## src/design/iee_pkg.sv

```systemverilog
// Shared types and constants of the integer expression evaluator.
// No dependencies; imported by every module of the block.
`default_nettype none
package iee_pkg;

    // Defaults of the top level parameters
    localparam int DEF_NEST_DEPTH = 32;
    localparam int DEF_WORD_BITS  = 64;

    // Fixed width of the value field on the result stream
    localparam int VALUE_BITS = 64;

    // Pending multiplicative operator
    typedef enum logic [1:0] {
        OP_NONE,
        OP_MUL,
        OP_DIV
    } t_mulop;

    // Request from the parser to the serial multiply/divide unit
    typedef struct packed {
        logic start;
        logic div;
    } t_md_req;

endpackage
`default_nettype wire

```

## src/design/iee_stack.sv

```systemverilog
// Frame stack of the evaluator: one saved outer level per open parenthesis.
// Single write port, single read port with registered read data. Uses iee_pkg.
`default_nettype none
module iee_stack
    import iee_pkg::*;
#(
    parameter int DEPTH = DEF_NEST_DEPTH,
    parameter int WIDTH = 2 * DEF_WORD_BITS + 4,
    parameter int AW    = (DEPTH > 1) ? $clog2(DEPTH) : 1
) (
    input  wire logic             i_clk,
    input  wire logic             i_wr_en,
    input  wire logic [AW-1:0]    i_wr_addr,
    input  wire logic [WIDTH-1:0] i_wr_data,
    input  wire logic             i_rd_en,
    input  wire logic [AW-1:0]    i_rd_addr,
    output logic      [WIDTH-1:0] o_rd_data
);

    logic [WIDTH-1:0] r_mem [DEPTH];

    // write port
    always_ff @(posedge i_clk) begin
        if (i_wr_en) begin
            r_mem[i_wr_addr] <= i_wr_data;
        end
    end

    // registered read port
    always_ff @(posedge i_clk) begin
        if (i_rd_en) begin
            o_rd_data <= r_mem[i_rd_addr];
        end
    end

endmodule
`default_nettype wire

```

## config.mk

```make
export PLATFORM = sky130hd
export DESIGN_NAME = iee_stack
export DESIGN_NICKNAME = d
export VERILOG_FILES = /design/src/design/iee_pkg.sv /design/src/design/iee_stack.sv
export SDC_FILE = /design/constraint.sdc
export NUM_CORES = 2
export LEC_CHECK = 0
export BUFFER_PORTS_ARGS = -buffer_cell sky130_fd_sc_hd__buf_4
export CORE_MARGIN = 3
export CORE_UTILIZATION = 50
export CTS_CLUSTER_SIZE = 28
export DETAILED_ROUTE_END_ITERATION = 16
export PLACE_DENSITY = 0.73
export SYNTH_ARGS = -nofsm -noshare
export SYNTH_HDL_FRONTEND = slang
export SYNTH_MEMORY_MAX_BITS = 65536
export SYNTH_SLANG_ARGS = --single-unit
```

## constraint.sdc

```tcl
create_clock -name i_clk -period 29.9 [get_ports i_clk]
set_input_delay 8.97 -clock i_clk [delete_from_list [all_inputs] [get_ports i_clk]]
set_output_delay 8.97 -clock i_clk [all_outputs]
set_load 0.05 [all_outputs]
```

==> qor.txt <==
pre-CTS WS - 14.57 ns
Post-CTS Hold Fix Bufs - 0
EDFF count, synth - 4,356
drt total wl - 423 mm
Hold Fails Final Rpt - 0
commonest non-fill, non-tap cell in the layout - edfxtp_1
Root Driver - clkbuf_16
layout cell share with drive strength beyond 1 - 26.1%
CP endpoint kind - flop
vias in the first global route - 79,500
Fmax - 0.0695 GHz
largest net degree at the start of global routing - 145
initial antenna violation count - 61
syn nets - 6,930
Via Count - 79,300
synthesized cell area - 0.162 mm2
Final period util - 48.1%
H-tree depth - 5
R2R Path End - o_rd_data[43]
CP Class - in2reg
first-pass GRT wire length - 598 mm
final std cells w/o fill - 11,900
crit path max-delay cell type - buf_4
synthesis-to-layout area growth - 12.7%
CP Launch Type - primary input
fin worst setup slack - 15.51 ns
WHS Path Cells - 3
CTS tree - built
DRC - 0
Yosys reg bits - 4,356
GRT overflow - 0
worst-path cell chain - buf_16 -> buf_12 -> buf_4 -> buf_4 -> buf_4 -> buf_4 -> mux4_2 -> a22oi_1 -> nand4_1
synth unique cells - 28
data arrival time of the worst path - 15.06 ns
worst reg2reg path depth - 3
Syn Inst Count - 6,785
fill count - 22,500
Die Wd - 575 um
setup TNS - 0 ns
Post-Synth Adder-Cell Area - 0%
Slew @ Worst Pin - 1.36 ns
cts repair resizes - 0
total of max-cap violations - 0
Synth Warn # - 0
Avg Inst Size Synth - 23.9 um2
cell count after placement - 11,100
GPL Wtd Cong - 0.752
reg2reg setup slack - 27.90 ns
Std-Cell Core Area - 0.322 mm2
RSZ-0062 raised after global routing - false
vias per std cell - 6.65
xor/xnor share of the synthesized area - 0%
clk sinks - 4,356
Reg area - 0.131 mm2
Worst-path clk slew - 0.06 ns
WHS - 0.722 ns
# port buffers - 276
status - complete, no violations
HPWL after detailed placement - 196 mm
Synth Area in Compound Gates - 2.46%
Die H - 575 um
Initial DRC Count - 11,800
Synth Area in Simple Gates - 0.921%
CP Launch Point - i_rd_addr[2]
Slew HR - 9.23%
Final #Nets - 7,406
predominant post-synthesis flop cell - edfxtp_1
end of the critical path - o_rd_data[111]
CP peak stage delay - 1.01 ns
Peak VDD IR - 0.0669 mV
critical path's most frequent cell - buf_4
Multi-input gate area - 0.0293 mm2
sequential-to-total area share from yosys stat - 80.8%
Final Skew - 0.0691 ns
post-CTS setup buffers - 0
Pre-antenna DRT Iters - 5
total power - 12,600 uW
site row count - 208
CTS Buffer Depth - 4
detailed-route wire length per cell - 35.4 um
die area - 0.331 mm2
Worst-Skew Late Latency - 0.95 ns
initial cell density of the core - 50.3%
most frequent cells in the layout - edfxtp_1, mux4_2, clkbuf_16, buf_4, o22ai_1
power density over cell area - 68.9 mW/mm2
Worst Hold Class - reg2reg
cts bufs inserted - 417
Finish-stage setup viols - 0
Critical R2R Launch - r_mem[18][43]
largest family of logic cells by synthesized area - multiplexers
Post-synth ARST share - 0%
minimum clock period - 14.39 ns
Lkg Pwr - 0.0568 uW
GRT Total Usage - 25.3%
CP max FO - 133
Slew Viols, Final - 0
Critical Path RT - 30.57 ns
antenna-violating nets left - 0
I/O Pins - 277
mux contribution to synthesized area - 14.5%
## worst min path at each step
stage | slack, ns | from | endpoint
2_1_floorplan | 0.72 | r_mem[30][102] | o_rd_data[102]
3_3_place_gp | 0.75 | r_mem[31][86] | o_rd_data[86]
3_5_place_dp | 0.75 | r_mem[30][86] | o_rd_data[86]
4_1_cts | 0.74 | r_mem[30][95] | o_rd_data[95]
5_1_grt | 0.76 | r_mem[30][95] | o_rd_data[95]
6_report | 0.72 | r_mem[30][95] | o_rd_data[95]
## state kept, by name, summed over array words and instances, names as in the netlist
name       cells
r_mem       4224
o_rd_data    132
## routing by layer
metal	part of all wire, %	GRT usage, %
met1	37	35.4
met2	48	40.1
met3	12	6.10
met4	3.2	7.78
met5	0.072	0
## power by group
part	switching, uW	total (uW)	internal [uW]
Sequential	32.1	6850	6820
Combinational	397	610	213
Clock	2260	5100	2850
## kinds of logic after synthesis
group	Yosys count
multiplexers	1192
AO/OA/AOI/OAI	596
buffers and inverters	376
flip-flops	4356
AND/OR/NAND/NOR	265
## cell usage after synthesis, types with 36 or more instances
cell	instances	area share (%)
nand3_1	70	0.22
nor4_1	98	0.38
buf_2	141	0.44
edfxtp_1	4356	81
buf_4	59	0.27
mux2i_1	272	1.7
a22oi_1	204	0.95
mux4_2	920	13
buf_6	43	0.30
o22ai_1	392	1.5
clkbuf_1	111	0.26
nor2_1	36	0.083
## cell type report
type	instances	area share [%]
sequential	4356	71.7
multi-input combinational	2053	16.1
clock buffer	508	5.94
tap	4305	2.95
timing repair buffer	433	1.99
clock inverter	255	1.28
antenna	27	0.0370
## worst max-delay path, delay by kind of cell
| family | cells | cell delay [ns] |
|---|---|---|
| AND/OR/NAND/NOR | 1 | 0.13 |
| AO/OA/AOI/OAI | 1 | 0.27 |
| multiplexers | 1 | 0.43 |
| buffers and inverters | 6 | 4.78 |
## metrics by stage
step	cell area (um2)	util (%)
2_1_floorplan	162000	-
3_3_place_gp	169000	52.6
3_5_place_dp	169000	52.6
4_1_cts	182000	56.7
5_1_grt	182000	56.7
6_report	182000	56.7
No activity file was read; power rests on OpenSTA's default activity.
