===== src/design/iee_pkg.sv =====
// Shared types and constants of the integer expression evaluator.
// No dependencies; imported by every module of the block.
`default_nettype none
package iee_pkg;

    // Defaults of the top level parameters
    localparam int DEF_NEST_DEPTH = 32;
    localparam int DEF_WORD_BITS  = 64;

    // Fixed width of the value field on the result stream
    localparam int VALUE_BITS = 64;

    // Pending multiplicative operator
    typedef enum logic [1:0] {
        OP_NONE,
        OP_MUL,
        OP_DIV
    } t_mulop;

    // Request from the parser to the serial multiply/divide unit
    typedef struct packed {
        logic start;
        logic div;
    } t_md_req;

endpackage
`default_nettype wire


===== src/design/iee_muldiv.sv =====
// Bit-serial multiply (low word) and signed truncating divide, one bit per cycle.
// Divide by zero gives zero. Uses iee_pkg for the request struct.
`default_nettype none
module iee_muldiv
    import iee_pkg::*;
#(
    parameter int W = DEF_WORD_BITS
) (
    input  wire logic         i_clk,
    input  wire logic         i_rst_n,
    input  wire t_md_req      i_req,
    input  wire logic [W-1:0] i_a,
    input  wire logic [W-1:0] i_b,
    output logic              o_done,
    output logic      [W-1:0] o_result
);

    localparam int CW = (W > 1) ? $clog2(W) : 1;

    typedef enum logic [1:0] {
        M_IDLE,
        M_RUN,
        M_FIN
    } t_mstate;

    t_mstate        r_state;
    logic [CW-1:0]  r_cnt;
    logic           r_div;
    logic           r_neg;
    logic           r_bzero;
    logic [W-1:0]   r_acc;
    logic [W-1:0]   r_m;
    logic [W-1:0]   r_q;
    logic [W-1:0]   r_rem;
    logic [W-1:0]   r_res;
    logic           r_done;

    logic [W-1:0]   abs_a;
    logic [W-1:0]   abs_b;
    logic [W+1:0]   n_shift;
    logic [W+1:0]   n_trial;
    logic [W-1:0]   n_quo;

    // magnitudes for the divide setup
    assign abs_a = i_a[W-1] ? (~i_a + W'(1)) : i_a;
    assign abs_b = i_b[W-1] ? (~i_b + W'(1)) : i_b;

    // one restoring step
    assign n_shift = {1'b0, r_rem, r_q[W-1]};
    assign n_trial = n_shift - {2'b00, r_m};
    assign n_quo   = r_neg ? (~r_q + W'(1)) : r_q;

    always_ff @(posedge i_clk) begin
        if (!i_rst_n) begin
            r_state <= M_IDLE;
            r_done  <= 1'b0;
        end else begin
            r_done <= 1'b0;
            unique case (r_state)
                M_IDLE: begin
                    if (i_req.start) begin
                        r_div   <= i_req.div;
                        r_cnt   <= CW'(W - 1);
                        r_acc   <= '0;
                        r_rem   <= '0;
                        r_neg   <= i_a[W-1] ^ i_b[W-1];
                        r_bzero <= (i_b == '0);
                        r_m     <= i_req.div ? abs_b : i_a;
                        r_q     <= i_req.div ? abs_a : i_b;
                        r_state <= M_RUN;
                    end
                end
                M_RUN: begin
                    if (r_div) begin
                        if (!n_trial[W+1]) begin
                            r_rem <= n_trial[W-1:0];
                        end else begin
                            r_rem <= n_shift[W-1:0];
                        end
                        r_q <= {r_q[W-2:0], ~n_trial[W+1]};
                    end else begin
                        if (r_q[0]) begin
                            r_acc <= r_acc + r_m;
                        end
                        r_m <= r_m << 1;
                        r_q <= r_q >> 1;
                    end
                    if (r_cnt == '0) begin
                        r_state <= M_FIN;
                    end else begin
                        r_cnt <= r_cnt - CW'(1);
                    end
                end
                M_FIN: begin
                    if (r_div) begin
                        r_res <= r_bzero ? '0 : n_quo;
                    end else begin
                        r_res <= r_acc;
                    end
                    r_done  <= 1'b1;
                    r_state <= M_IDLE;
                end
                default: r_state <= M_IDLE;
            endcase
        end
    end

    assign o_done   = r_done;
    assign o_result = r_res;

endmodule
`default_nettype wire


===== config.mk =====
export PLATFORM = sky130hd
export DESIGN_NAME = iee_muldiv
export DESIGN_NICKNAME = d
export VERILOG_FILES = /design/src/design/iee_pkg.sv /design/src/design/iee_muldiv.sv
export SDC_FILE = /design/constraint.sdc
export NUM_CORES = 1
export LEC_CHECK = 0
export BUFFER_PORTS_ARGS = -buffer_cell sky130_fd_sc_hd__buf_2
export CAP_MARGIN = 20
export CORE_MARGIN = 2
export CORE_UTILIZATION = 30
export DETAILED_ROUTE_END_ITERATION = 8
export MAX_ROUTING_LAYER = met4
export PLACE_DENSITY = 0.46
export RECOVER_POWER = 50
export SYNTH_ARGS = -nofsm -noshare
export SYNTH_HDL_FRONTEND = slang
export SYNTH_SLANG_ARGS = --single-unit
export TNS_END_PERCENT = 100

===== constraint.sdc =====
create_clock -name i_clk -period 17.9 [get_ports i_clk]
set_input_delay 2.685 -clock i_clk [delete_from_list [all_inputs] [get_ports i_clk]]
set_output_delay 2.685 -clock i_clk [all_outputs]
set_load 0.05 [all_outputs]

==> flow_metrics.py, run 1 <==
metrics = {
    "placed_design": {
        "gp_congestion": 0.923,
        "hpwl_um": 74500,
        "postPlaceCellArea_um2": 29000,
        "post-place-ws_ns": 11.12,
        "place_inst": 4223,
        "io_buffer_count": 196,
    },
    "floorplanning": {
        "start_util_pct": 30.4,
        "fp-row-count": 109,
        "die_y_um": 304,
        "pin_count": 197,
        "dieArea_um2": 92100,
        "die_x_um": 304,
        "design.core.area_um2": 88600,
    },
    "layout": {
        "fin_nets": 3371,
        "layout-drive-gt1-share_pct": 8.50,
        "fin_util_pct": 34.3,
        "area_growth_pct": 13.1,
        "final_cells": 4342,
        "fillerInstances": 9330,
        "final_area_um2": 30400,
    },
    "worst_hold_path": {
        "holdPathStages": 2,
        "hold_class": "reg -> reg",
    },
    "detailed_routing": {
        "via_per_inst": 5.39,
        "drc": 0,
        "drtIter0Drc": 1849,
        "drtAntennaViolNets": 0,
        "routed_wl_um": 97700,
        "wire_per_inst_um": 22.5,
        "vias": 23400,
        "firstDrtPassIters": 7,
    },
    "clocking": {
        "cts.sinks": 332,
        "clockBufferDepth": 3,
        "clockRootBuffer": "clkbuf_16",
        "cts_hold_buf": 0,
        "cts_tree": "yes",
        "h-tree-depth": 2,
        "insertion_delay_ns": 0.62,
        "ctsResizeCount": 0,
        "post_cts_buffers": 0,
        "cts-buffers-inserted": 44,
        "path_clk_slew_ns": 0.06,
    },
    "pwr": {
        "p_total_mw": 2.68,
        "cellLeakagePower_nw": 11.7,
        "powerDensity_nw_per_um2": 88.1,
        "power_switching_uw": 888,
        "p_comb_share_pct": 27.2,
        "p_int_mw": 1.79,
        "swShare_pct": 33.1,
        "seqPwrFrac_pct": 36.8,
        "clockPowerShare_pct": 36.0,
        "vdd_drop_max_uv": 60.6,
    },
    "logic_synthesis": {
        "async_flop_share_pct": 0,
        "syn_inst": 3004,
        "yosysMostFrequentCell": "edfxtp_1",
        "synth_commonest_cells": "edfxtp_1 (329), nand2_1 (283), o21ai_0 (261)",
        "synth_area_leaders": "edfxtp_1 (37%), xor2_1 (6.9%), ha_1 (6.1%)",
        "synth_top_area_share_pct": 36.7,
        "synth-seq-area-share_pct": 36.9,
        "synthFlopType": "edfxtp_1",
        "synth_cell_type_count": 70,
        "yosys.area.top_type": "edfxtp_1",
        "syn_area_per_cell_um2": 8.96,
        "synth.ff_latch_count": 332,
        "syn_nets": 3270,
        "ys_warn_count": 0,
        "synth_edf_count": 329,
        "syn-cell-area_um2": 26900,
    },
    "sta": {
        "rsz0062_at_grt": "no",
        "hold_viol_final": 0,
        "finalWorstSetupSlack_ns": 9.58,
        "finalSetupViolCount": 0,
        "max_clock_freq_ghz": 0.120,
        "drv_slew": 692,
        "period_needed_ns": 8.32,
        "holdWs_ns": 0.551,
        "worst_pin_slew_ns": 5.34,
        "fin_crit_sh_pct": 46.5,
        "tns_ns": 0,
        "clock_skew_ns": 0.0534,
        "relSlewSlack_pct": -256,
    },
    "outcome": {
        "outcome": "complete, but fails checks",
        "violations": "capacitance limit, slew limit",
    },
    "global_routing": {
        "globalRouteTotalUtil_pct": 21.4,
        "grt_pass1_vias": 22400,
        "grt_remaining_overflow": 0,
        "grt_max_degree": 109,
        "antenna_found_initial": 43,
        "grt_pass1_wl_um": 145000,
    },
    "critical_path": {
        "end_kind": "register",
        "path_class": "in -> reg",
        "crit_arrival_ns": 8.46,
        "cp_max_fo": 108,
        "rr_worst_depth": 5,
        "cp_data_required_time_ns": 18.04,
        "cp-start-kind": "input pin",
    },
    "job": {
        "maxCapViolations": 12,
    },
}
## registers in the layout (all words and copies together) (netlist names)
| register | flops |
|---|---|
| r_q | 64 |
| r_m | 64 |
| o_result | 64 |
| r_bzero | 1 |
| r_cnt | 6 |
| o_done | 1 |
| r_div | 1 |
| r_state | 2 |
| r_neg | 1 |
| r_rem | 64 |
| r_acc | 64 |
## path summary, 6_finish.rpt
kind | from | end | slack [ns]
min reg2reg | r_state[1] | o_done | 0.55
max reg2reg | r_state[1] | r_q[4] | 10.21
min | r_state[1] | o_done | 0.55
max | i_req[0] | r_q[20] | 9.58
## power groups by stage
stage	Clock (mW)	Sequential [mW]	Combinational, mW
floorplan	0	0.973	0.525
CTS	0.993	0.984	0.725
finish	0.964	0.987	0.730
global placement	0	1.00	0.725
detailed placement	0	1.00	0.721
global route	1.02	0.992	0.814
## kinds of logic (layout without fill, tap and decap cells)
| logic type | count (synthesis) | count (layout) | share of synthesized area (%) |
|---|---|---|---|
| other | 0 | 36 | 0 |
| buffers and inverters | 320 | 457 | 4.49 |
| flip-flops | 332 | 332 | 36.9 |
| AO/OA/AOI/OAI | 901 | 901 | 21.4 |
| multiplexers | 152 | 152 | 5.74 |
| adder cells (fa/ha/maj) | 134 | 134 | 6.29 |
| XOR/XNOR | 294 | 294 | 9.57 |
| AND/OR/NAND/NOR | 871 | 871 | 15.6 |
## critical path, cell delays in order
cell      delay [ns]
clkbuf_1        3.32
buf_4           0.86
buf_4           0.73
nor2b_1         0.10
a211oi_1        0.53
a21oi_1         0.07
## routing by layer
| metal | track usage [%] | wire (µm) | vias to the layer above |
|---|---|---|---|
| met1 | 31.2 | 48800 | 11300 |
| met2 | 30.2 | 40600 | 566 |
| met5 | - | 0 | - |
| met4 | 4.66 | 1880 | 0 |
| li1 | - | - | 11400 |
| met3 | 4.58 | 6460 | 113 |
## cell type report
class	count	area (µm²)	share of cell area (%)
flip-flops and latches	332	9940	32.6
well taps	1165	1460	4.79
inverters	150	563	1.85
repair buffers	225	1080	3.55
clock inverters	31	360	1.18
diodes	36	90.1	0.296
clock buffers	51	1170	3.84
multi-input cells	2352	15800	51.8
## layout by cell type, fill, tap and decap left out, drive strengths merged, types with 43 or more instances in the layout
| cell type | instances |
|---|---|
| a21o | 76 |
| a21oi | 164 |
| buf | 146 |
| clkbuf | 130 |
| edfxtp | 329 |
| ha | 132 |
| inv | 150 |
| mux2i | 133 |
| nand2 | 283 |
| nand3 | 52 |
| nor2 | 211 |
| nor3 | 43 |
| o211ai | 103 |
| o21ai | 263 |
| o22ai | 50 |
| o31ai | 70 |
| or3 | 53 |
| xnor2 | 83 |
| xor2 | 211 |
Note: power is estimated with default switching activity, not from simulation.
==> run 2, diff against run 1 <==
clock period = 8.4 ns   (was 17.9 ns; I/O delays follow)
==> run 2 against run 1 <==
Net effect: the flow still finishes with violations (capacitance limit, slew limit); sequential cell count unchanged; critical path depth is 1 lower; hold slack got worse by 0.042 ns; die area unchanged; clock skew down 0.023 ns; cell area shrank 0.13%; critical path type unchanged; critical endpoint is now r_q[12]; largest cell class unchanged; highest routed layer unchanged.
==> flow_metrics.py, run 2 (same netlist as run 1, synthesis figures left out) <==
metrics = {
    "layout": {
        "fin_util_pct": 34.3,
        "final_common_cell": "edfxtp_1",
        "layout-drive-gt1-share_pct": 8.81,
        "fin_nets": 3365,
        "fillerInstances": 9377,
        "final_cells": 4337,
        "final_cell_mix": "edfxtp_1 (329), nand2_1 (283), o21ai_0 (261)",
        "area_growth_pct": 13.0,
        "seqCellArea_um2": 9940,
        "final_area_um2": 30400,
        "multiInputGateArea_um2": 15800,
    },
    "global_routing": {
        "globalRouteTotalUtil_pct": 21.3,
        "antenna_found_initial": 45,
        "grt_remaining_overflow": 0,
        "grt_pass1_vias": 22300,
        "grt_max_degree": 178,
        "grt_pass1_wl_um": 144000,
    },
    "placed_design": {
        "place_inst": 4217,
        "postPlaceCellArea_um2": 29000,
        "post-place-ws_ns": 3.04,
        "io_buffer_count": 196,
        "gp_congestion": 0.941,
        "hpwl_um": 74000,
    },
    "clocking": {
        "ctsResizeCount": 0,
        "h-tree-depth": 2,
        "cts_tree": "yes",
        "cts.sinks": 332,
        "cts-buffers-inserted": 45,
        "post_cts_buffers": 0,
        "insertion_delay_ns": 0.60,
        "path_clk_slew_ns": 0.06,
        "clockBufferDepth": 3,
        "clockRootBuffer": "clkbuf_16",
        "cts_hold_buf": 0,
    },
    "pwr": {
        "p_total_mw": 5.67,
        "powerDensity_nw_per_um2": 186,
        "vdd_drop_max_uv": 135,
        "cellLeakagePower_nw": 11.6,
    },
    "detailed_routing": {
        "drtAntennaViolNets": 0,
        "routed_wl_um": 97100,
        "vias": 23300,
        "wire_per_inst_um": 22.4,
        "drc": 0,
        "via_per_inst": 5.38,
        "drtIter0Drc": 1938,
        "firstDrtPassIters": 5,
    },
    "sta": {
        "hold_viol_final": 0,
        "tns_ns": 0,
        "clock_skew_ns": 0.0303,
        "max_clock_freq_ghz": 0.174,
        "finalSetupViolCount": 0,
        "finalWorstSetupSlack_ns": 2.67,
        "fin_crit_sh_pct": 68.2,
        "worst_pin_slew_ns": 4.93,
        "holdWs_ns": 0.510,
        "period_needed_ns": 5.73,
        "drv_slew": 755,
        "relSlewSlack_pct": -229,
        "rsz0062_at_grt": "no",
    },
    "critical_path": {
        "crit_buf_inv": 2,
        "cp_max_fo": 134,
        "end_kind": "register",
        "path_cells": "clkbuf_1 -> buf_12 -> nor2b_1 -> a211oi_1 -> a21oi_1",
        "rr_worst_depth": 4,
        "cp-start-kind": "input pin",
        "crit_arrival_ns": 5.96,
        "path_delay_family": "buffers and inverters",
        "max_stage_delay_ns": 3.38,
        "path_depth": 5,
        "path_class": "in -> reg",
        "cp_data_required_time_ns": 8.63,
        "cp_slowest_cell": "clkbuf_1",
    },
    "worst_hold_path": {
        "holdPathStages": 2,
        "hold_class": "reg -> reg",
    },
    "floorplanning": {
        "fp-row-count": 109,
        "dieArea_um2": 92100,
        "die_x_um": 304,
        "pin_count": 197,
        "start_util_pct": 30.4,
        "design.core.area_um2": 88600,
        "die_y_um": 304,
    },
    "outcome": {
        "violations": "capacitance limit, slew limit",
        "outcome": "complete, but fails checks",
    },
    "job": {
        "maxCapViolations": 10,
    },
}
-- run 2: metal layers --
metal	up-vias	GRT usage [%]	wire length, µm	part of all wire [%]
met5	-	-	0	0
met4	0	5.78	2220	2.3
met3	95	4.40	6690	6.9
met2	591	29.6	40000	41
met1	11200	30.9	48200	50
li1	11400	-	-	-
-- run 2: area by class of cell --
class | count | share of cell area (%)
Tap cell | 1165 | 4.79
Inverter | 150 | 1.85
Antenna cell | 39 | 0.321
Multi-Input combinational cell | 2352 | 52.0
Timing Repair Buffer | 218 | 3.48
Clock buffer | 48 | 3.74
Clock inverter | 33 | 1.15
Sequential cell | 332 | 32.7
-- run 2: report_power, final --
part	switching, mW	internal [mW]	leakage [nW]
logic	0.956	0.598	7.79
clock network	0.816	1.19	0.710
registers	0.118	1.99	3.13
-- run 2: worst reg2reg max path, stage by stage, from the launching register on --
cell      delay [ns]
edfxtp_1        0.38
clkbuf_2        2.62
nand2b_1        1.53
buf_12          0.50
o22ai_1         0.36
-- run 2: worst paths after layout --
check / start / slack (ns) / end
max: i_req[0] / 2.67 / r_q[12]
min: r_state[1] / 0.51 / o_done
max reg2reg: r_div / 2.72 / o_result[40]
min reg2reg: r_state[1] / 0.51 / o_done
